$ cat config.mk
export PLATFORM = sky130hd
export DESIGN_NAME = fifo_ready_queue_scheduler_top
export DESIGN_NICKNAME = d
export VERILOG_FILES = /design/src/hdl/frqs_pkg.sv /design/src/hdl/frqs_mem.sv /design/src/hdl/frqs_ctrl.sv /design/src/hdl/fifo_ready_queue_scheduler_top.sv
export SDC_FILE = /design/constraint.sdc
export NUM_CORES = 1
export LEC_CHECK = 0
export BUFFER_PORTS_ARGS = -buffer_cell sky130_fd_sc_hd__buf_4
export CORE_MARGIN = 2
export CORE_UTILIZATION = 50
export DETAILED_ROUTE_END_ITERATION = 8
export GPL_TIMING_DRIVEN = 0
export PLACE_DENSITY = 0.69
export SLEW_MARGIN = 20
export SYNTH_ARGS = -nofsm -noshare
export SYNTH_HDL_FRONTEND = slang
export SYNTH_HIERARCHICAL = 1
export SYNTH_SLANG_ARGS = --single-unit
$ cat constraint.sdc
create_clock -name i_clk -period 3.4 [get_ports i_clk]
set_input_delay 0.17 -clock i_clk [delete_from_list [all_inputs] [get_ports i_clk]]
set_output_delay 0.17 -clock i_clk [all_outputs]
set_load 0.02 [all_outputs]
$ cat src/hdl/frqs_pkg.sv
// Shared types and constants for the ready queue scheduler.
package frqs_pkg;

    localparam int DEF_QUEUE_DEPTH = 16;
    localparam int DEF_ID_WIDTH    = 8;

    localparam int OP_W     = 2;
    localparam int TID_W    = 8;
    localparam int STATUS_W = 3;
    localparam int CNT_W    = 5;

    typedef enum logic [OP_W-1:0] {
        OP_ENQUEUE   = 2'd0,
        OP_YIELD     = 2'd1,
        OP_TERMINATE = 2'd2,
        OP_IGNORED   = 2'd3
    } t_op;

    typedef enum logic [STATUS_W-1:0] {
        STAT_DONE       = 3'd0,
        STAT_DISPATCHED = 3'd1,
        STAT_TO_DISK    = 3'd2,
        STAT_EMPTY      = 3'd3,
        STAT_FULL       = 3'd4
    } t_status;

    typedef enum logic [1:0] {
        S_IDLE,
        S_POP,
        S_WALK
    } t_state;

    typedef struct packed {
        logic             valid;
        t_status          status;
        logic [TID_W-1:0] dispatched_id;
        logic [CNT_W-1:0] removed_count;
        logic [CNT_W-1:0] queue_count;
    } t_result;

endpackage

$ cat src/hdl/frqs_mem.sv
// Queue store: one write port, one read port, registered read data.
module frqs_mem #(
    parameter int DEPTH = frqs_pkg::DEF_QUEUE_DEPTH,
    parameter int WIDTH = frqs_pkg::DEF_ID_WIDTH,
    localparam int AW   = $clog2(DEPTH)
) (
    input  logic             i_clk,
    input  logic             i_we,
    input  logic [AW-1:0]    i_waddr,
    input  logic [WIDTH-1:0] i_wdata,
    input  logic [AW-1:0]    i_raddr,
    output logic [WIDTH-1:0] o_rdata
);

    logic [WIDTH-1:0] r_mem [DEPTH];
    logic [WIDTH-1:0] r_rdata;

    always_ff @(posedge i_clk) begin
        if (i_we) begin
            r_mem[i_waddr] <= i_wdata;
        end
    end

    always_ff @(posedge i_clk) begin
        r_rdata <= r_mem[i_raddr];
    end

    assign o_rdata = r_rdata;

endmodule

$ cat src/hdl/frqs_ctrl.sv
// Queue sequencer: head/count registers, pop and terminate walk over the store.
module frqs_ctrl #(
    parameter int QUEUE_DEPTH = frqs_pkg::DEF_QUEUE_DEPTH,
    parameter int ID_WIDTH    = frqs_pkg::DEF_ID_WIDTH,
    localparam int PW         = $clog2(QUEUE_DEPTH),
    localparam int CW         = $clog2(QUEUE_DEPTH + 1)
) (
    input  logic                               i_clk,
    input  logic                               i_rst_n,
    input  logic                               i_start,
    input  logic [frqs_pkg::OP_W-1:0]          i_operation,
    input  logic [frqs_pkg::TID_W-1:0]         i_thread_id,
    input  logic                               i_disk_ready,
    output logic                               o_busy,
    output frqs_pkg::t_result                  o_result,
    output logic                               o_mem_we,
    output logic [PW-1:0]                      o_mem_waddr,
    output logic [ID_WIDTH-1:0]                o_mem_wdata,
    output logic [PW-1:0]                      o_mem_raddr,
    input  logic [ID_WIDTH-1:0]                i_mem_rdata
);

    frqs_pkg::t_state  r_state,   n_state;
    logic [PW-1:0]     r_head,    n_head;
    logic [CW-1:0]     r_count,   n_count;
    logic [ID_WIDTH-1:0] r_id,    n_id;
    logic [PW-1:0]     r_chk,     n_chk;
    logic [CW-1:0]     r_kept,    n_kept;
    logic [CW-1:0]     r_removed, n_removed;
    frqs_pkg::t_result r_res,     n_res;

    logic [ID_WIDTH-1:0] w_id;
    logic                w_match;
    logic                w_last;

    // base + off modulo depth; both below depth
    function automatic logic [PW-1:0] wrap(input logic [PW-1:0] base,
                                           input logic [PW-1:0] off);
        logic [PW:0] s;
        s = {1'b0, base} + {1'b0, off};
        if (s >= (PW+1)'(QUEUE_DEPTH)) begin
            s = s - (PW+1)'(QUEUE_DEPTH);
        end
        return s[PW-1:0];
    endfunction

    function automatic logic [frqs_pkg::CNT_W-1:0] narrow_cnt(input logic [CW-1:0] v);
        logic [frqs_pkg::CNT_W-1:0] r;
        r = '0;
        for (int b = 0; b < frqs_pkg::CNT_W; b++) begin
            if (b < CW) begin
                r[b] = v[b];
            end
        end
        return r;
    endfunction

    function automatic logic [frqs_pkg::TID_W-1:0] narrow_id(input logic [ID_WIDTH-1:0] v);
        logic [frqs_pkg::TID_W-1:0] r;
        r = '0;
        for (int b = 0; b < frqs_pkg::TID_W; b++) begin
            if (b < ID_WIDTH) begin
                r[b] = v[b];
            end
        end
        return r;
    endfunction

    function automatic logic [ID_WIDTH-1:0] widen_id(input logic [frqs_pkg::TID_W-1:0] v);
        logic [ID_WIDTH-1:0] r;
        r = '0;
        for (int b = 0; b < ID_WIDTH; b++) begin
            if (b < frqs_pkg::TID_W) begin
                r[b] = v[b];
            end
        end
        return r;
    endfunction

    assign w_id    = widen_id(i_thread_id);
    assign w_match = (i_mem_rdata == r_id);
    assign w_last  = ((CW'(r_chk) + CW'(1)) == r_count);

    // control registers reset; walk and result payload registers do not
    always_ff @(posedge i_clk) begin
        if (!i_rst_n) begin
            r_state     <= frqs_pkg::S_IDLE;
            r_head      <= '0;
            r_count     <= '0;
            r_res.valid <= 1'b0;
        end else begin
            r_state     <= n_state;
            r_head      <= n_head;
            r_count     <= n_count;
            r_res.valid <= n_res.valid;
        end
        r_id                <= n_id;
        r_chk               <= n_chk;
        r_kept              <= n_kept;
        r_removed           <= n_removed;
        r_res.status        <= n_res.status;
        r_res.dispatched_id <= n_res.dispatched_id;
        r_res.removed_count <= n_res.removed_count;
        r_res.queue_count   <= n_res.queue_count;
    end

    always_comb begin
        n_state     = r_state;
        n_head      = r_head;
        n_count     = r_count;
        n_id        = r_id;
        n_chk       = r_chk;
        n_kept      = r_kept;
        n_removed   = r_removed;
        n_res       = r_res;
        n_res.valid = 1'b0;
        o_mem_we    = 1'b0;
        o_mem_waddr = wrap(r_head, r_count[PW-1:0]);
        o_mem_wdata = w_id;
        o_mem_raddr = r_head;

        case (r_state)
            frqs_pkg::S_IDLE: begin
                if (i_start) begin
                    n_res.valid         = 1'b1;
                    n_res.status        = frqs_pkg::STAT_DONE;
                    n_res.dispatched_id = '0;
                    n_res.removed_count = '0;
                    n_res.queue_count   = narrow_cnt(r_count);
                    case (i_operation)
                        frqs_pkg::OP_ENQUEUE: begin
                            if (r_count >= CW'(QUEUE_DEPTH)) begin
                                n_res.status = frqs_pkg::STAT_FULL;
                            end else begin
                                o_mem_we          = 1'b1;
                                n_count           = r_count + CW'(1);
                                n_res.queue_count = narrow_cnt(r_count + CW'(1));
                            end
                        end
                        frqs_pkg::OP_YIELD: begin
                            if (i_disk_ready) begin
                                n_res.status = frqs_pkg::STAT_TO_DISK;
                            end else if (r_count == '0) begin
                                n_res.status = frqs_pkg::STAT_EMPTY;
                            end else begin
                                // head read issued now, data next cycle
                                n_res.valid = 1'b0;
                                n_state     = frqs_pkg::S_POP;
                            end
                        end
                        frqs_pkg::OP_TERMINATE: begin
                            if (r_count != '0) begin
                                n_res.valid = 1'b0;
                                n_id        = w_id;
                                n_chk       = '0;
                                n_kept      = '0;
                                n_removed   = '0;
                                n_state     = frqs_pkg::S_WALK;
                            end
                        end
                        default: begin
                        end
                    endcase
                end
            end
            frqs_pkg::S_POP: begin
                n_head              = wrap(r_head, PW'(1));
                n_count             = r_count - CW'(1);
                n_res.valid         = 1'b1;
                n_res.status        = frqs_pkg::STAT_DISPATCHED;
                n_res.dispatched_id = narrow_id(i_mem_rdata);
                n_res.removed_count = '0;
                n_res.queue_count   = narrow_cnt(r_count - CW'(1));
                n_state             = frqs_pkg::S_IDLE;
            end
            frqs_pkg::S_WALK: begin
                // compaction writes land at kept <= chk, reads run ahead at chk + 1
                o_mem_waddr = wrap(r_head, r_kept[PW-1:0]);
                o_mem_wdata = i_mem_rdata;
                if (w_match) begin
                    n_removed = r_removed + CW'(1);
                end else begin
                    o_mem_we = 1'b1;
                    n_kept   = r_kept + CW'(1);
                end
                if (!w_last) begin
                    o_mem_raddr = wrap(r_head, r_chk + PW'(1));
                end
                n_chk = r_chk + PW'(1);
                if (w_last) begin
                    n_count             = n_kept;
                    n_res.valid         = 1'b1;
                    n_res.status        = frqs_pkg::STAT_DONE;
                    n_res.dispatched_id = '0;
                    n_res.removed_count = narrow_cnt(n_removed);
                    n_res.queue_count   = narrow_cnt(n_kept);
                    n_state             = frqs_pkg::S_IDLE;
                end
            end
            default: begin
                n_state = frqs_pkg::S_IDLE;
            end
        endcase
    end

    assign o_busy   = (r_state != frqs_pkg::S_IDLE);
    assign o_result = r_res;

    a_count_bound: assert property (@(posedge i_clk) disable iff (!i_rst_n)
        r_count <= CW'(QUEUE_DEPTH))
        else $error("entry count above depth");

    a_pop_entry: assert property (@(posedge i_clk) disable iff (!i_rst_n)
        (r_state == frqs_pkg::S_IDLE && i_start && i_operation == frqs_pkg::OP_YIELD
         && !i_disk_ready && r_count != '0) |=> (r_state == frqs_pkg::S_POP))
        else $error("yield on nonempty queue did not start a pop");

    a_pop_result: assert property (@(posedge i_clk) disable iff (!i_rst_n)
        (r_state == frqs_pkg::S_POP) |=>
        (r_res.valid && r_res.status == frqs_pkg::STAT_DISPATCHED
         && r_state == frqs_pkg::S_IDLE))
        else $error("pop did not deliver a dispatch");

    a_walk_tally: assert property (@(posedge i_clk) disable iff (!i_rst_n)
        (r_state == frqs_pkg::S_WALK) |-> ((r_kept + r_removed) == CW'(r_chk)))
        else $error("terminate walk tally mismatch");

    a_removed_status: assert property (@(posedge i_clk) disable iff (!i_rst_n)
        (r_res.valid && r_res.removed_count != '0) |->
        (r_res.status == frqs_pkg::STAT_DONE))
        else $error("removed count on a non-terminate result");

endmodule

$ cat src/hdl/fifo_ready_queue_scheduler_top.sv
// Top level of the FIFO thread ready queue scheduler.
//
//  channel   direction  handshake                      payload
//  command   in         start & !busy accepts          i_operation, i_thread_id, i_disk_ready
//  result    out        o_valid, one cycle, no stall   o_status, o_dispatched_id,
//                                                      o_removed_count, o_queue_count
//
// Cycles: enqueue, ignored code, yield to disk, yield on empty and terminate on an
//   empty queue give their result the cycle after acceptance; busy stays low.
// Yield with a pop passes through the pop state: the head entry is read from the queue store,
//   whose read data arrives the cycle after the address.
// Terminate walks the live entries one per cycle through the store's read port,
//   compacting survivors through its write port.
// Reset is synchronous, active low; it clears head and count. The store is not cleared.
// The receiver cannot stall; busy only covers the pop and the terminate walk.
module fifo_ready_queue_scheduler_top #(
    parameter int QUEUE_DEPTH = frqs_pkg::DEF_QUEUE_DEPTH,
    parameter int ID_WIDTH    = frqs_pkg::DEF_ID_WIDTH
) (
    input  logic                              i_clk,
    input  logic                              i_rst_n,
    input  logic                              start,
    output logic                              busy,
    input  logic [frqs_pkg::OP_W-1:0]         i_operation,
    input  logic [frqs_pkg::TID_W-1:0]        i_thread_id,
    input  logic                              i_disk_ready,
    output logic                              o_valid,
    output logic [frqs_pkg::STATUS_W-1:0]     o_status,
    output logic [frqs_pkg::TID_W-1:0]        o_dispatched_id,
    output logic [frqs_pkg::CNT_W-1:0]        o_removed_count,
    output logic [frqs_pkg::CNT_W-1:0]        o_queue_count
);

    localparam int PW = $clog2(QUEUE_DEPTH);

    frqs_pkg::t_result   w_result;
    logic                w_mem_we;
    logic [PW-1:0]       w_mem_waddr;
    logic [ID_WIDTH-1:0] w_mem_wdata;
    logic [PW-1:0]       w_mem_raddr;
    logic [ID_WIDTH-1:0] w_mem_rdata;

    // sequencer owns all control; store holds the queued thread IDs
    frqs_ctrl #(
        .QUEUE_DEPTH (QUEUE_DEPTH),
        .ID_WIDTH    (ID_WIDTH)
    ) u_ctrl (
        .i_clk        (i_clk),
        .i_rst_n      (i_rst_n),
        .i_start      (start),
        .i_operation  (i_operation),
        .i_thread_id  (i_thread_id),
        .i_disk_ready (i_disk_ready),
        .o_busy       (busy),
        .o_result     (w_result),
        .o_mem_we     (w_mem_we),
        .o_mem_waddr  (w_mem_waddr),
        .o_mem_wdata  (w_mem_wdata),
        .o_mem_raddr  (w_mem_raddr),
        .i_mem_rdata  (w_mem_rdata)
    );

    frqs_mem #(
        .DEPTH (QUEUE_DEPTH),
        .WIDTH (ID_WIDTH)
    ) u_mem (
        .i_clk   (i_clk),
        .i_we    (w_mem_we),
        .i_waddr (w_mem_waddr),
        .i_wdata (w_mem_wdata),
        .i_raddr (w_mem_raddr),
        .o_rdata (w_mem_rdata)
    );

    // one result transaction per accepted command, shown for a single cycle
    assign o_valid         = w_result.valid;
    assign o_status        = w_result.status;
    assign o_dispatched_id = w_result.dispatched_id;
    assign o_removed_count = w_result.removed_count;
    assign o_queue_count   = w_result.queue_count;

endmodule

* Word-level counts from Yosys, hierarchy flattened
Memories as Yosys holds them, arrays and structs flattened. A register that Yosys moved wholly into a read port is not among the register bits.
Index checks and enable logic that the tools add are counted.
** Word-level totals
- Flip-flop bits (word level) :: 55
- Bits in writable memories :: 128
- Output and inout port bits :: 23
- Word-level logic and storage cells :: 106
- Memories :: 1
** Operators by class
- $add $sub $neg :: 14
- Order comparisons :: 5
- Equality and inequality tests :: 14
- Multiplexer cells :: 49
- Reductions and logical operators :: 11
** Memory list
- u_mem.r_mem :: words 16, width 8, read ports 1, clocked after Yosys merged registers in 1, wr ports 1, line frqs_mem.sv:15 : logic [WIDTH-1:0] r_mem [DEPTH];
** Operator list (count)
- $pmux W22 S3 :: 1
- $mux W5 :: 9
- $mux W22 :: 2
- $mux W4 :: 10
- $ge A5 B5 Y1 const B :: 5
- $pmux W5 S2 :: 2
- $sub A4 B1 Y4 const B :: 4
- $add A4 B4 Y5 :: 3
- $add A5 B1 Y5 const B :: 3
- $pmux W5 S3 :: 1
- $mux W2 :: 6
- $add A4 B1 Y5 const B :: 2
- $mux W1 :: 9
- $ne A3 B3 Y1 const B :: 3
- $eq A8 B8 Y1 :: 1
- $mux W8 :: 1
- $pmux W2 S2 :: 2
- $pmux W4 S2 :: 1
- $reduce_and A4 Y1 :: 2
- $mux W3 :: 2
- $pmux W3 S2 :: 1
- $reduce_and A6 Y1 :: 1
- $eq A5 B5 Y1 :: 1
- $logic_not A5 Y1 :: 1
- 13 further kinds :: 20

* Logic depth before layout (Yosys ltp)
- Depth after elaboration :: 7
- Mapped depth :: 13
- Mapped depth without buffers :: 10

* By module
The synthesis kept the hierarchy.
** Modules (own cells, without submodules)
- frqs_mem :: times used 1, cells each 229, area an instance 5147.4 um2, sequential area each 4003.8 um2
- frqs_ctrl :: times used 1, cells each 308, area an instance 3360.7 um2, sequential area each 1531.5 um2

* Worst setup path after synthesis
OpenSTA, ideal clock, no wires.
- Path kind :: reg2reg
- Start :: register u_ctrl.r_state[0]
- End :: memory u_mem/r_mem[0][0] (netlist name) (enable)
- Arrival :: 3122 ps
- Path slack :: -105 ps
- Stages on the path, launching flop included :: 11
- Buffers on the path :: 2
- Clock period less this slack :: 3505 ps
- Cells stage by stage :: dfxtp_1 > inv_1 > ha_1 > clkbuf_1 > clkbuf_1 > mux2_2 > ha_1 > a21oi_1 > xnor2_1 > or3b_2 > nor3_1
** On the way
- Elaborated cells on any way between the ends :: 6
- Classes of those cells :: eq/ne (1); mux (4); reduce/logical (1)
** RTL lines
- start, declared :: line frqs_ctrl.sv:23 : frqs_pkg::t_state r_state, n_state;
- start signal, assigned :: line frqs_ctrl.sv:87 : r_state <= frqs_pkg::S_IDLE;
- start signal, assigned :: line frqs_ctrl.sv:92 : r_state <= n_state;
- $eq A2 B2 Y1 :: line frqs_ctrl.sv:122 : case (r_state)
- $mux W4 :: line frqs_ctrl.sv:122
- named net w_mem_waddr[3] :: line fifo_ready_queue_scheduler_top.sv:38 : logic [PW-1:0] w_mem_waddr;
- end, declared :: line frqs_mem.sv:15
The timed path passes the listed nets, and every way through them passes these cells.

* Final worst setup path
- Start :: register u_ctrl.r_chk[0]
- End :: register u_mem.r_rdata[3] (netlist: u_mem/o_rdata[3]), read port of u_mem.r_mem
** On the way
- Longest elaborated chain between the ends :: 6
- Elaborated cells on any way between the ends :: 9
- Classes of those cells :: add/sub (4); order compare (1); eq/ne (1); mux (3)
** Ends and longest elaborated chain
- start, declared :: line frqs_ctrl.sv:27 : logic [PW-1:0] r_chk, n_chk;
- start signal, assigned :: line frqs_ctrl.sv:98 : r_chk <= n_chk;
- $add A4 B1 Y4 :: line frqs_ctrl.sv:187 : o_mem_raddr = wrap(r_head, r_chk + PW'(1));
- $add A4 B4 Y5 :: line frqs_ctrl.sv:40 : s = {1'b0, base} + {1'b0, off};
- $sub A4 B1 Y4 or $ge A5 B5 Y1 (tied branches) :: line frqs_ctrl.sv:42, frqs_ctrl.sv:41
- $mux W4 :: line frqs_ctrl.sv:41 : if (s >= (PW+1)'(QUEUE_DEPTH)) begin
- $mux W4 * :: line frqs_ctrl.sv:186 : if (!w_last) begin
- $mux W4 * :: line frqs_ctrl.sv:122
- named net w_mem_raddr[0] :: line fifo_ready_queue_scheduler_top.sv:40 : logic [PW-1:0] w_mem_raddr;
- end, declared :: line frqs_mem.sv:16 : logic [WIDTH-1:0] r_rdata;
Mark *: on every way through the listed nets, which the timed path passes. The rest lies on a longest branch.
A chain may end at the register's enable or synchronous reset.

==> impl_metrics.tcl <==
set metrics [dict create \
    wl_met2_um 8930 \
    die_area_um2 18100 \
    slew_headroom_pct 40.1 \
    placed_area_um2 9110 \
    maxSlewViolCount 0 \
    cts-htree-levels 4 \
    fp.coreArea_um2 16600 \
    syn2layout_area_growth_pct 19.4 \
    critical_path_buf_inv_count 3 \
    layout.nets 650 \
    seq_area_frac_synth_pct 65.1 \
    critPathCapture "u_mem/o_rdata[3]" \
    dr.first_iter.drc_count 356 \
    grt_pass1_wl_um 27400 \
    wire_per_inst_um 21.3 \
    period_needed_ps 3350 \
    setup_viol 0 \
    cp.required_ps 3710 \
    regArea_um2 5540 \
    syn-num-nets 572 \
    synth_enable_flop_cells 171 \
    cts_sinks 191 \
    port_buffers 36 \
    grt_overflow 0 \
    period_share_pct 98.4 \
    die-height_um 134 \
    critical_path_class "reg2reg" \
    cp-startpoint "u_ctrl/r_chk[0]" \
    via_per_inst 5.85 \
    p_leak_nw 3.55 \
    yosys-top-cells-area "edfxtp_1, mux4_2, dfxtp_1" \
    place.gp.congestion 0.880 \
    numCtsBuffers 17 \
    synthFlopType "edfxtp_1" \
    ir_drop_mv 0.455 \
    fin_tns_setup_ps 0 \
    fmax_mhz 299 \
    finalWirelength_um 18100 \
    critPathMaxFanout 10 \
    post-route-drc-count 0 \
    syn_inst 537 \
    r2r_start "u_ctrl/r_chk[0]" \
    drive_gt1_share_pct 27.5 \
    yosysUniqueCellTypes 60 \
    slowest_delay_ps 500 \
    synth_most_common_cell "edfxtp_1" \
    grtUsageTotal_pct 20.6 \
    synth_area_leader_cell "edfxtp_1" \
    synthTopCellsByCount "edfxtp_1, nor2_1, nand2_1" \
    crit_top_cell "buf_6" \
    final.setup_skew_ps 12.2 \
    power_density_nw_per_um2 737 \
    tightest_slew_ps 890 \
    fin_area_um2 10200 \
    multi_input_area_um2 2960 \
    fin_util_pct 61.3 \
    chipWidth_um 134 \
    startpoint_type "flip-flop" \
    clk_path_buf_depth 2 \
    grt_max_degree 22 \
    crit_family "multiplexers" \
    drtAntennaViolNets 0 \
    maxCapViolCount 0 \
    initial_core_util_pct 51.3 \
    avgSynthCellArea_um2 15.8 \
    hold_class "in2reg" \
    synth_area_um2 8510 \
    ys_ff_latch 191 \
    wl_met1_um 7760 \
    rr_worst_depth 12 \
    ys_async_sr_fraction_pct 0 \
    wl_met3_um 1180 \
    num_io_pins 37 \
    grt_pass1_vias 4797 \
    cp.depth 12 \
    ctsRootBufferMaster "clkbuf_16" \
    cts_tree "built" \
    setup_ws_ps 55.0 \
    place_ws_ps -693 \
    diodes 0 \
    nFillCells 1218 \
    drt-pass1-iter-count 6 \
    slowest_stage "mux4_1" \
    finalHoldViolCount 0 \
    vias 4959 \
    timing.rr.end "u_mem/o_rdata[3]" \
    dp_hpwl_um 11900 \
    status "finished, final reports clean" \
    crit_arrival_ps 3650 \
    cp-end-kind "flip-flop" \
    worstSkewPairLatency_ps 430 \
    netlist.area_leader.share_pct 60.4 \
    path_cells "ha_4 -> xor2_1 -> nor2b_2 -> a2111oi_4 -> buf_4 -> nor2_4 -> mux2_2 -> buf_6 -> buf_6 -> mux4_1 -> a22oi_2 -> nand2_1" \
    r2r_slack_ps 50 \
    yosysWarnings 6 \
    routed.top_layer "met4" \
    grt_antenna_before_repair 0 \
    clkTransAtPathRegs_ps 80 \
    num_rows 47 \
]
final cells by class:
cell class | count | share of cell area (%)
inverters | 14 | 0.517
clock inverters | 15 | 1.87
flip-flops and latches | 191 | 54.5
multi-input cells | 305 | 29.1
repair buffers | 61 | 5.36
plain buffers | 25 | 1.80
clock buffers | 17 | 4.19
well taps | 220 | 2.71
state kept, by name, summed over array words and instances (netlist names):
signal            count
u_ctrl/r_id           8
u_ctrl/r_kept         5
u_ctrl/r_count        5
u_ctrl/r_removed      5
u_ctrl/o_result      22
u_mem/r_mem         128
u_ctrl/r_head         4
u_ctrl/r_chk          4
u_mem/o_rdata         8
u_ctrl/r_state        2
per-layer routing:
| layer | global-route usage, % | up-vias |
|---|---|---|
| met5 | 0 | - |
| met4 | 5.38 | 0 |
| met3 | 4.91 | 28 |
| met2 | 33.7 | 198 |
| met1 | 28.0 | 2498 |
| li1 | - | 2235 |
kinds of logic after synthesis:
logic type,count (synthesis),share of synthesized area [%]
adder cells (fa/ha/maj),21,3.26
buffers and inverters,41,2.68
AND/OR/NAND/NOR,134,8.09
multiplexers,50,11.4
XOR/XNOR,34,3.59
flip-flops,191,65.1
AO/OA/AOI/OAI,66,5.96
stage by stage:
stage	total power, mW	hold slack, ps	cells
floorplan	4.63	269	537
global placement	5.25	360	793
detailed placement	5.32	360	797
CTS	7.44	41.8	842
global route	7.81	48.7	848
finish	7.49	57.0	848
placed cells by master (no fill, tap or decap), types with 7 or more instances in the layout:
cell and instances:
edfxtp_1 171, buf_4 48, nand2_1 29, nor2_1 20, dfxtp_1 20, xor2_1 19
mux4_2 18, clkbuf_16 17, ha_1 17, and2_1 15, inv_1 14, mux4_1 14
nor2_4 13, a22oi_1 13, xnor2_1 11, mux2_2 11, a21oi_1 10, dlygate4sd3_1 8
nor2b_1 8, nor3_1 8, buf_6 7, mux2i_1 7
worst min path at each step:
stage,from,endpoint,slack [ps],depth (start not counted)
final,i_rst_n,u_ctrl/o_result[21],60,2
after global routing,i_rst_n,u_ctrl/o_result[21],50,2
after CTS,i_rst_n,u_ctrl/o_result[21],40,2
after detailed placement,i_thread_id[2],u_ctrl/r_id[2],360,1
after global placement,i_thread_id[2],u_ctrl/r_id[2],360,1
after floorplan,i_thread_id[0],u_ctrl/r_id[0],270,0
power by group:
group | switching (mW) | internal [mW]
clock | 1.00 | 1.01
sequential | 0.138 | 2.94
combinational | 1.42 | 0.996
total | 2.55 | 4.94
repair_timing:
item	4_1_cts	5_1_grt
endpoints found under the setup margin	135	135
gates resized for setup	30	19
buffers inserted	6	7
endpoints found under the hold margin	8	0
hold buffers	8	0
pin swaps	4	5
worst reg2reg max path, delay by kind of cell, from the launching register on:
family          cells  cell delay (ps)
xor+xnor            1              250
mux                 2              880
compound gates      2              360
simple gates        3              590
flops               1              460
buf+inv             3              470
fa+ha+maj           1              210
(Power assumes the default switching activity.)
